## config.mk

```make
export PLATFORM = sky130hd
export DESIGN_NAME = radio_serial_register_ports_unit
export DESIGN_NICKNAME = d
export VERILOG_FILES = /design/src/rtl/rspu_pkg.sv /design/src/rtl/radio_serial_register_ports_unit.sv /design/src/rtl/rspu_ctrl.sv /design/src/rtl/rspu_bb.sv /design/src/rtl/rspu_rf.sv /design/src/rtl/rspu_misc.sv
export SDC_FILE = /design/constraint.sdc
export NUM_CORES = 2
export LEC_CHECK = 0
export BUFFER_PORTS_ARGS = -buffer_cell sky130_fd_sc_hd__buf_2
export CAP_MARGIN = 10
export CORE_MARGIN = 2
export CORE_UTILIZATION = 60
export CTS_CLUSTER_SIZE = 24
export DETAILED_ROUTE_END_ITERATION = 12
export GPL_TIMING_DRIVEN = 0
export PLACE_DENSITY = 0.76
export SLEW_MARGIN = 20
export SYNTH_ARGS = -nofsm -noshare
export SYNTH_HDL_FRONTEND = slang
export SYNTH_SLANG_ARGS = --single-unit
```

## constraint.sdc

```tcl
create_clock -name clk_i -period 4.95 [get_ports clk_i]
set_input_delay 0.99 -clock clk_i [delete_from_list [all_inputs] [get_ports clk_i]]
set_output_delay 0.99 -clock clk_i [all_outputs]
set_load 0.01 [all_outputs]
```

## src/rtl/rspu_pkg.sv

```systemverilog
`timescale 1ns / 1ps
package rspu_pkg;

  // operation codes
  localparam logic [1:0] OpRead  = 2'd0;
  localparam logic [1:0] OpWrite = 2'd1;
  localparam logic [1:0] OpTick  = 2'd2;

  // register map, bit 0 of the offset cleared
  localparam logic [11:0] OffChipId    = 12'h000;
  localparam logic [11:0] OffIrqFlags  = 12'h010;
  localparam logic [11:0] OffIrqEnable = 12'h012;
  localparam logic [11:0] OffRandom    = 12'h044;
  localparam logic [11:0] OffBbHeader  = 12'h158;
  localparam logic [11:0] OffBbWrite   = 12'h15a;
  localparam logic [11:0] OffBbRead    = 12'h15c;
  localparam logic [11:0] OffBbBusy    = 12'h15e;
  localparam logic [11:0] OffRfHigh    = 12'h17c;
  localparam logic [11:0] OffRfLow     = 12'h17e;
  localparam logic [11:0] OffRfBusy    = 12'h180;
  localparam logic [11:0] OffIrqSet    = 12'h21c;

  localparam logic [15:0] ChipId     = 16'hc340;
  localparam logic [15:0] IrqSetSkip = 16'h0400;

  localparam int RfRegCount = 32;
  localparam int RfAddrW    = 5;
  localparam int RfRegW     = 18;

  typedef struct packed {
    logic capture;  // take the input word, issue the store read
    logic exec;     // carry out the held item
  } cmd_t;

  typedef struct packed {
    logic [1:0]  op;
    logic [11:0] off;
    logic [15:0] wdata;
  } item_t;

  // power-on contents of the baseband store
  function automatic logic [7:0] bb_reset_val(input logic [7:0] a);
    logic [7:0] v;
    case (a)
      8'h00:   v = 8'h6d;
      8'h4d:   v = 8'hff;
      8'h5d:   v = 8'h01;
      8'h64:   v = 8'hff;
      default: v = 8'h00;
    endcase
    return v;
  endfunction

  function automatic logic bb_fixed_protected(input logic [7:0] a);
    return a inside {[8'h0d:8'h12], [8'h16:8'h1a], [8'h5d:8'h61],
                     8'h00, 8'h27, 8'h4d, 8'h64, 8'h66};
  endfunction

  // power-on contents of the RF register file
  function automatic logic [RfRegW-1:0] rf_por(input logic [RfAddrW-1:0] a);
    logic [RfRegW-1:0] v;
    case (a)
      5'h00:   v = 18'h00007;
      5'h01:   v = 18'h09003;
      5'h02:   v = 18'h00022;
      5'h03:   v = 18'h1ff78;
      5'h04:   v = 18'h09003;
      5'h05:   v = 18'h01780;
      5'h07:   v = 18'h14578;
      5'h08:   v = 18'h1e742;
      5'h09:   v = 18'h00120;
      5'h0e:   v = 18'h00022;
      5'h1b:   v = 18'h0000f;
      5'h1f:   v = 18'h00001;
      default: v = '0;
    endcase
    return v;
  endfunction

endpackage

```

## src/rtl/radio_serial_register_ports_unit.sv

```systemverilog
`timescale 1ns / 1ps
// Radio serial register ports. Each word on the input channel is a half-word
// bus read (op 0), a half-word write (op 1) or a transfer tick (op 2); each
// gives exactly one result word carrying the read data (zero for writes,
// ticks and unmapped offsets) and the baseband and RF busy bits as they stand
// after the item. A word is taken in the idle state, which also starts the
// registered read of the baseband register memory at the current header address,
// and is carried out in the execute state that follows; no new word is taken
// while an item executes, and a result appears in the cycle after execute.
// A result held by the receiver stalls the input until it is taken.
// The baseband store starts from its power-on contents straight after reset
// through per-entry valid flags, so no clearing pass is needed.
module radio_serial_register_ports_unit #(
  parameter int BB_REG_COUNT   = 105,  // baseband byte registers, 1..256
  parameter int TRANSFER_TICKS = 24    // ticks per serial transfer, 5..31
) (
  input  logic        clk_i,
  input  logic        rst_ni,
  input  logic        in_valid_i,
  output logic        in_stall_o,
  input  logic [1:0]  op_i,
  input  logic [11:0] addr_i,
  input  logic [15:0] wdata_i,
  output logic        out_valid_o,
  input  logic        out_stall_i,
  output logic [15:0] read_data_o,
  output logic        bb_busy_out_o,
  output logic        rf_busy_out_o
);
  import rspu_pkg::*;

  cmd_t        cmd;
  item_t       item_q;
  logic [15:0] bb_rdata, rf_rdata, misc_rdata;
  logic        bb_busy, rf_busy;
  logic [15:0] read_data_q;
  logic        bb_busy_q, rf_busy_q;

  rspu_ctrl u_ctrl (
    .clk_i       (clk_i),
    .rst_ni      (rst_ni),
    .in_valid_i  (in_valid_i),
    .in_stall_o  (in_stall_o),
    .out_valid_o (out_valid_o),
    .out_stall_i (out_stall_i),
    .cmd_o       (cmd)
  );

  // held item word; offset bit 0 is dropped here
  always_ff @(posedge clk_i) begin
    if (cmd.capture) begin
      item_q.op    <= op_i;
      item_q.off   <= {addr_i[11:1], 1'b0};
      item_q.wdata <= wdata_i;
    end
  end

  rspu_bb #(
    .BB_REG_COUNT   (BB_REG_COUNT),
    .TRANSFER_TICKS (TRANSFER_TICKS)
  ) u_bb (
    .clk_i   (clk_i),
    .rst_ni  (rst_ni),
    .cmd_i   (cmd),
    .item_i  (item_q),
    .rdata_o (bb_rdata),
    .busy_o  (bb_busy)
  );

  rspu_rf #(
    .TRANSFER_TICKS (TRANSFER_TICKS)
  ) u_rf (
    .clk_i   (clk_i),
    .rst_ni  (rst_ni),
    .cmd_i   (cmd),
    .item_i  (item_q),
    .rdata_o (rf_rdata),
    .busy_o  (rf_busy)
  );

  rspu_misc u_misc (
    .clk_i   (clk_i),
    .rst_ni  (rst_ni),
    .cmd_i   (cmd),
    .item_i  (item_q),
    .rdata_o (misc_rdata)
  );

  // each unit drives zero outside its own offsets, so the read mux is an OR
  always_ff @(posedge clk_i) begin
    if (cmd.exec) begin
      read_data_q <= bb_rdata | rf_rdata | misc_rdata;
      bb_busy_q   <= bb_busy;
      rf_busy_q   <= rf_busy;
    end
  end

  assign read_data_o   = read_data_q;
  assign bb_busy_out_o = bb_busy_q;
  assign rf_busy_out_o = rf_busy_q;

endmodule

```

## src/rtl/rspu_ctrl.sv

```systemverilog
`timescale 1ns / 1ps
module rspu_ctrl (
  input  logic            clk_i,
  input  logic            rst_ni,
  input  logic            in_valid_i,
  output logic            in_stall_o,
  output logic            out_valid_o,
  input  logic            out_stall_i,
  output rspu_pkg::cmd_t  cmd_o
);
  import rspu_pkg::*;

  localparam logic StIdle = 1'b0;
  localparam logic StExec = 1'b1;

  logic state_q, state_d;
  logic out_valid_q, out_valid_d;

  // take a word only when the result slot is free by the end of execute
  assign in_stall_o    = (state_q != StIdle) || (out_valid_q && out_stall_i);
  assign cmd_o.capture = in_valid_i && !in_stall_o;
  assign cmd_o.exec    = (state_q == StExec);
  assign out_valid_o   = out_valid_q;

  always_comb begin
    state_d     = state_q;
    out_valid_d = out_valid_q;
    if (out_valid_q && !out_stall_i) out_valid_d = 1'b0;
    case (state_q)
      StIdle: begin
        if (cmd_o.capture) state_d = StExec;
      end
      StExec: begin
        out_valid_d = 1'b1;
        state_d     = StIdle;
      end
      default: state_d = StIdle;
    endcase
  end

  always_ff @(posedge clk_i or negedge rst_ni) begin
    if (!rst_ni) begin
      state_q     <= StIdle;
      out_valid_q <= 1'b0;
    end else begin
      state_q     <= state_d;
      out_valid_q <= out_valid_d;
    end
  end

  a_cap_exec: assert property (@(posedge clk_i) disable iff (!rst_ni)
    cmd_o.capture |=> cmd_o.exec)
    else $error("captured word not executed");

  a_exec_out: assert property (@(posedge clk_i) disable iff (!rst_ni)
    cmd_o.exec |=> out_valid_o)
    else $error("executed item gave no result");

  a_out_src: assert property (@(posedge clk_i) disable iff (!rst_ni)
    $rose(out_valid_o) |-> $past(cmd_o.exec))
    else $error("result without execute");

endmodule

```

## src/rtl/rspu_bb.sv

```systemverilog
`timescale 1ns / 1ps
module rspu_bb #(
  parameter int BB_REG_COUNT   = 105,
  parameter int TRANSFER_TICKS = 24
) (
  input  logic             clk_i,
  input  logic             rst_ni,
  input  rspu_pkg::cmd_t   cmd_i,
  input  rspu_pkg::item_t  item_i,
  output logic [15:0]      rdata_o,
  output logic             busy_o
);
  import rspu_pkg::*;

  localparam int IW = (BB_REG_COUNT > 1) ? $clog2(BB_REG_COUNT) : 1;
  localparam int TW = $clog2(TRANSFER_TICKS + 1);
  localparam logic [TW-1:0] TicksFull = TW'(TRANSFER_TICKS);
  localparam logic [TW-1:0] BusyAt    = TW'(TRANSFER_TICKS - 4);

  logic [7:0]              mem [BB_REG_COUNT];
  logic [BB_REG_COUNT-1:0] valid_q;
  logic [7:0]              mem_rd_q;
  logic                    mem_rv_q;
  logic                    mem_we;

  logic [15:0]   header_q, header_d;
  logic [7:0]    wbyte_q, wbyte_d;
  logic [7:0]    rbyte_q, rbyte_d;
  logic          busy_q, busy_d;
  logic [TW-1:0] ticks_q, ticks_d;
  logic [TW-1:0] ticks_m1;

  logic [7:0]    addr;
  logic          in_range;
  logic [IW-1:0] idx;
  logic [7:0]    store_val;

  assign addr      = header_q[7:0];
  assign in_range  = {1'b0, addr} < 9'(BB_REG_COUNT);
  assign idx       = addr[IW-1:0];
  // unwritten entries read as their power-on value
  assign store_val = in_range ? (mem_rv_q ? mem_rd_q : bb_reset_val(addr)) : 8'h00;
  assign ticks_m1  = ticks_q - TW'(1);

  always_comb begin
    header_d = header_q;
    wbyte_d  = wbyte_q;
    rbyte_d  = rbyte_q;
    busy_d   = busy_q;
    ticks_d  = ticks_q;
    mem_we   = 1'b0;
    rdata_o  = 16'h0000;
    if (cmd_i.exec) begin
      case (item_i.op)
        OpRead: begin
          case (item_i.off)
            OffBbRead: rdata_o = {8'h00, rbyte_q};
            OffBbBusy: rdata_o = {15'b0, busy_q};
            default:   rdata_o = 16'h0000;
          endcase
        end
        OpWrite: begin
          case (item_i.off)
            OffBbHeader: begin
              header_d = item_i.wdata;
              busy_d   = 1'b0;
              rbyte_d  = 8'h00;
              ticks_d  = TicksFull;
            end
            OffBbWrite: wbyte_d = item_i.wdata[7:0];
            default: ;
          endcase
        end
        OpTick: begin
          if (ticks_q != '0) begin
            ticks_d = ticks_m1;
            if (ticks_m1 != '0) begin
              if (ticks_m1 == BusyAt) busy_d = 1'b1;
            end else begin
              busy_d = 1'b0;
              if (header_q[14]) begin
                if (header_q[13]) rbyte_d = store_val;
                if (header_q[12] && in_range && !bb_fixed_protected(addr)) mem_we = 1'b1;
              end
            end
          end
        end
        default: ;
      endcase
    end
  end

  assign busy_o = busy_d;

  always_ff @(posedge clk_i) begin
    if (mem_we) mem[idx] <= wbyte_q;
    if (cmd_i.capture) begin
      mem_rd_q <= mem[idx];
      mem_rv_q <= valid_q[idx];
    end
  end

  always_ff @(posedge clk_i or negedge rst_ni) begin
    if (!rst_ni) begin
      valid_q  <= '0;
      header_q <= '0;
      wbyte_q  <= '0;
      rbyte_q  <= '0;
      busy_q   <= 1'b0;
      ticks_q  <= '0;
    end else begin
      if (mem_we) valid_q[idx] <= 1'b1;
      header_q <= header_d;
      wbyte_q  <= wbyte_d;
      rbyte_q  <= rbyte_d;
      busy_q   <= busy_d;
      ticks_q  <= ticks_d;
    end
  end

endmodule

```

## src/rtl/rspu_rf.sv

```systemverilog
`timescale 1ns / 1ps
module rspu_rf #(
  parameter int TRANSFER_TICKS = 24
) (
  input  logic             clk_i,
  input  logic             rst_ni,
  input  rspu_pkg::cmd_t   cmd_i,
  input  rspu_pkg::item_t  item_i,
  output logic [15:0]      rdata_o,
  output logic             busy_o
);
  import rspu_pkg::*;

  localparam int TW = $clog2(TRANSFER_TICKS + 1);
  localparam logic [TW-1:0] TicksFull = TW'(TRANSFER_TICKS);

  logic [RfRegW-1:0]  regs_q [RfRegCount];
  logic [31:0]        shift_q, shift_d;
  logic               busy_q, busy_d;
  logic [TW-1:0]      ticks_q, ticks_d;
  logic [TW-1:0]      ticks_m1;
  logic [RfAddrW-1:0] ra;
  logic               reg_we;

  assign ra       = shift_q[22:18];
  assign ticks_m1 = ticks_q - TW'(1);

  always_comb begin
    shift_d = shift_q;
    busy_d  = busy_q;
    ticks_d = ticks_q;
    reg_we  = 1'b0;
    rdata_o = 16'h0000;
    if (cmd_i.exec) begin
      case (item_i.op)
        OpRead: begin
          case (item_i.off)
            OffRfHigh: rdata_o = shift_q[31:16];
            OffRfLow:  rdata_o = shift_q[15:0];
            OffRfBusy: rdata_o = {15'b0, busy_q};
            default:   rdata_o = 16'h0000;
          endcase
        end
        OpWrite: begin
          case (item_i.off)
            OffRfHigh: begin
              shift_d = {item_i.wdata, shift_q[15:0]};
              busy_d  = 1'b1;
              ticks_d = TicksFull;
            end
            OffRfLow: shift_d = {shift_q[31:16], item_i.wdata};
            default: ;
          endcase
        end
        OpTick: begin
          if (ticks_q != '0) begin
            ticks_d = ticks_m1;
            if (ticks_m1 == '0) begin
              busy_d = 1'b0;
              // bit 23 picks read-back into the shift word, else write
              if (shift_q[23]) shift_d = {{(32 - RfRegW){1'b0}}, regs_q[ra]};
              else             reg_we  = 1'b1;
            end
          end
        end
        default: ;
      endcase
    end
  end

  assign busy_o = busy_d;

  always_ff @(posedge clk_i or negedge rst_ni) begin
    if (!rst_ni) begin
      for (int i = 0; i < RfRegCount; i++) regs_q[i] <= rf_por(RfAddrW'(i));
      shift_q <= '0;
      busy_q  <= 1'b0;
      ticks_q <= '0;
    end else begin
      if (reg_we) regs_q[ra] <= shift_q[RfRegW-1:0];
      shift_q <= shift_d;
      busy_q  <= busy_d;
      ticks_q <= ticks_d;
    end
  end

endmodule

```

## src/rtl/rspu_misc.sv

```systemverilog
`timescale 1ns / 1ps
module rspu_misc (
  input  logic             clk_i,
  input  logic             rst_ni,
  input  rspu_pkg::cmd_t   cmd_i,
  input  rspu_pkg::item_t  item_i,
  output logic [15:0]      rdata_o
);
  import rspu_pkg::*;

  logic [10:0] rnd_q, rnd_d;
  logic [15:0] flags_q, flags_d;
  logic [15:0] en_q, en_d;

  always_comb begin
    rnd_d   = rnd_q;
    flags_d = flags_q;
    en_d    = en_q;
    rdata_o = 16'h0000;
    if (cmd_i.exec) begin
      case (item_i.op)
        OpRead: begin
          case (item_i.off)
            OffChipId:    rdata_o = ChipId;
            OffIrqFlags:  rdata_o = flags_q;
            OffIrqEnable: rdata_o = en_q;
            OffRandom: begin
              rdata_o = {5'b0, rnd_q};
              // rotate left, xor old bit 0 back in
              rnd_d   = {rnd_q[9:0], rnd_q[10]} ^ {10'b0, rnd_q[0]};
            end
            default: rdata_o = 16'h0000;
          endcase
        end
        OpWrite: begin
          case (item_i.off)
            OffIrqFlags:  flags_d = flags_q & ~item_i.wdata;
            OffIrqEnable: en_d    = item_i.wdata;
            OffIrqSet:    flags_d = flags_q | (item_i.wdata & ~IrqSetSkip);
            default: ;
          endcase
        end
        default: ;
      endcase
    end
  end

  always_ff @(posedge clk_i or negedge rst_ni) begin
    if (!rst_ni) begin
      rnd_q   <= 11'd1;
      flags_q <= '0;
      en_q    <= '0;
    end else begin
      rnd_q   <= rnd_d;
      flags_q <= flags_d;
      en_q    <= en_d;
    end
  end

endmodule

```

==> key figures <==
Global route
  – Vias in the first global route: 41900
  – GRT overflow: 0
  – First-pass GRT wire length: 295000 um
  – Initial antenna violation count: 5
  – GRT Total Usage: 0.344
  – Largest net degree at the start of global routing: 99

STA
  – Clock Skews: 0.0386 ns
  – Final WS setup: -0.112 ns
  – FMAX: 198 MHz
  – Final Hold Fails: 0
  – Setup TNS: -2.20 ns
  – Slew of the pin with the lowest slew margin: 1.38 ns
  – Final cycle utilization of the critical path: 1.02
  – Finish-stage setup viols: 38
  – Max-slew violation count: 0
  – Slew HR: 0.0814
  – Post-layout min period: 5.06 ns

Pwr
  – Switching part of the total power: 0.241
  – Total power: 30.1 mW
  – P_int: 22.9 mW
  – Clock share of power: 0.426
  – Logic pwr share: 0.071
  – Maximum VDD drop: 445 uV
  – Net Sw Power: 7.26 mW
  – Sequential Power Share: 0.502
  – Lkg Pwr: 29.7 nW
  – Power Density: 379 nW/um2

Clock network
  – Num Clock Sinks: 1693
  – CTS root buffer: clkbuf_16
  – Num CTS Buffers: 168
  – Reg clk slew, reported paths: 0.06 ns
  – TritonCTS clock tree: done
  – Worst-Skew Late Latency: 0.83 ns
  – H-tree lvl count: 4
  – CTS Buffer Depth: 3

Job
  – Max-cap violations: 0

Worst setup path
  – CP arrival: 5.59 ns
  – Type of the worst setup path: flop to flop
  – Setup crit start kind: flop
  – Element type at the critical path end: flop
  – Critical path required time: 5.48 ns
  – CP Max Fanout: 10

Status
  – Status: finished, violations left
  – Failing checks: setup timing

Drt
  – WL/cell: 33.0 um
  – DR iter-0 viols: 4917
  – DRC: 0
  – Final WL: 204000 um
  – Avg Vias per Cell: 6.73
  – Routed Antenna Nets: 0
  – DRT Pass-1 Iters: 6
  – Routed vias: 41600

Floorplanning
  – I/O pins: 54
  – Die W: 347 um
  – Core Area: 116000 um2
  – Cell Rows: 125
  – Die ar.: 120000 um2
  – Die H: 347 um
  – Starting Density: 0.606

Logic synthesis
  – Synth top cells by count: 896 x edfxtp_1, 739 x dfrtp_1, 657 x mux2_2, 337 x mux4_2, 185 x clkbuf_1
  – Post-synth cell types: 73
  – Seq/Total Area, Yosys: 0.665
  – Synth Warn #: 0
  – Top cell type's share of synthesized area: 0.382
  – Avg Cell Area, Syn: 17.2 um2
  – #FFs+latches synth: 1693
  – Post-synthesis cell area: 70500 um2
  – Synth top area cells: edfxtp_1 38%, dfrtp_1 26%, mux4_2 11%
  – Most frequent cell after synthesis: edfxtp_1
  – Top FF cell, synth: edfxtp_1
  – Area leader, netlist: edfxtp_1
  – Cells after Synth: 4107
  – Post-synth EDFFs: 896
  – Post-synth ARST share: 0.471

Layout
  – Layout cells sized above 1: 0.339
  – FF/Latch Area: 47000 um2
  – Multi-input logic area: 22700 um2
  – Area Growth Syn to Fin: 12.8%
  – Post-route cell area: 79500 um2
  – Non-Filler Instances: 6191
  – Final net count: 4563
  – Fillers: 7674

Placement
  – Placed Area: 73900 um2
  – Post-Place Cells: 5874
  – DP Wirelength: 137000 um
  – RD Place Congestion: 0.991
  – Port-buffer cells: 52

Hold path
  – Min-delay worst type: input pin to asynchronous set/reset pin
kinds of logic (layout without fill, tap and decap cells):
kind of cell,Yosys count,in the layout,synth area share
AO/OA/AOI/OAI,467,467,0.0479
XOR/XNOR,2,2,0.000248
adder cells (fa/ha/maj),8,8,0.00142
buffers and inverters,349,738,0.0225
flip-flops,1693,1693,0.665
multiplexers,1128,1128,0.232
other,1,172,0.0000532
AND/OR/NAND/NOR,459,459,0.0308
through the flow:
| stage | setup WS, ns | hold WS, ns | utilization |
|---|---|---|---|
| floorplan | 1.69 | 0.424 | - |
| global placement | -13.97 | 0.436 | 0.630 |
| detailed placement | -0.479 | 0.443 | 0.635 |
| CTS | 0.0759 | 0.212 | 0.683 |
| global route | -0.0177 | 0.263 | 0.683 |
| finish | -0.112 | 0.206 | 0.684 |
final timing paths:
kind / startpoint / to / slack [ns] / cells past startpoint
setup / recovery: u_bb.header_q[2]$_DFFE_PN0P_ / u_bb.mem[20][2]$_DFFE_PP_ / -0.11 / 8
hold / removal: rst_ni / u_rf.regs_q[289]$_DFFE_PN0P_ / 0.21 / 1
setup reg to reg: u_bb.header_q[2]$_DFFE_PN0P_ / u_bb.mem[20][2]$_DFFE_PP_ / -0.11 / 8
hold reg to reg: u_bb.valid_q[95]$_DFFE_PN0P_ / u_bb.valid_q[95]$_DFFE_PN0P_ / 0.46 / 1
max in group asynchronous: rst_ni / u_bb.valid_q[67]$_DFFE_PN0P_ / 2.83 / 4
min in group clk_i: addr_i[4] / item_q[20]$_DFFE_PP_ / 0.36 / 1
power by group through the flow:
stage | logic, mW | registers [mW] | clock network [mW]
global placement | 2.01 | 15.4 | 0
global route | 2.23 | 15.1 | 13.5
CTS | 2.10 | 15.1 | 12.9
finish | 2.15 | 15.1 | 12.8
floorplan | 1.09 | 15.3 | 0
detailed placement | 2.09 | 15.4 | 0
flip-flops by register name, summed over array words and instances, names as in the netlist, 5 cells and up, named ones only:
name and count:
u_rf.regs_q 576, u_bb.ticks_q 5, u_bb.mem 840, u_rf.ticks_q 5
u_misc.rnd_q 11, u_bb.valid_q 105, u_misc.en_q 16, u_bb.header_q 11
u_bb.wbyte_q 8, item_q 29, read_data_o 16, u_bb.mem_rd_q 8
u_bb.rbyte_q 8, u_rf.shift_q 32
cells in the final DEF, fill, tap and decap left out, types with 39 or more instances in the layout:
| cell type | instances |
|---|---|
| mux2_2 | 657 |
| nor2_1 | 107 |
| mux2i_1 | 134 |
| buf_2 | 139 |
| clkbuf_16 | 171 |
| nand2_1 | 183 |
| dfstp_2 | 58 |
| a21oi_1 | 50 |
| edfxtp_1 | 896 |
| buf_4 | 39 |
| clkbuf_1 | 221 |
| mux4_2 | 337 |
| a22oi_1 | 131 |
| o21ai_0 | 43 |
| o21bai_1 | 87 |
| dfrtp_1 | 730 |
| conb_1 | 168 |
worst max-delay path, cell delays in order, from the launching register on:
cell      delay (ns)
dfrtp_1         0.36
clkbuf_1        0.51
buf_2           0.48
clkbuf_1        0.66
clkbuf_2        0.53
nand3_1         0.48
clkbuf_1        0.70
nor2_2          0.79
buf_8           0.24
per-layer routing:
| metal | track usage | up-vias | part of all wire |
|---|---|---|---|
| li1 | - | 16700 | - |
| met1 | 0.440 | 21700 | 0.36 |
| met2 | 0.538 | 2590 | 0.47 |
| met3 | 0.0875 | 682 | 0.098 |
| met4 | 0.205 | 4 | 0.067 |
| met5 | 0 | - | 0.00030 |
cell type report:
class / instances / share of cell area
antenna: 4 / 0.000126
clock buffer: 240 / 0.0596
inverter: 23 / 0.00109
multi-input combinational: 2232 / 0.285
timing repair buffer: 77 / 0.0104
sequential: 1693 / 0.590
buffer: 326 / 0.0192
tap: 1524 / 0.0240
clock inverter: 72 / 0.0101
timing repair:
item                                    4_1_cts  5_1_grt
setup buffers                                 0        0
pin swaps                                     0        0
endpoints found under the setup margin       88       57
hold buffers                                  0        0
resized for setup                             5        9
endpoints found under the hold margin         0        0
Power figures use the tool's default switching activity.
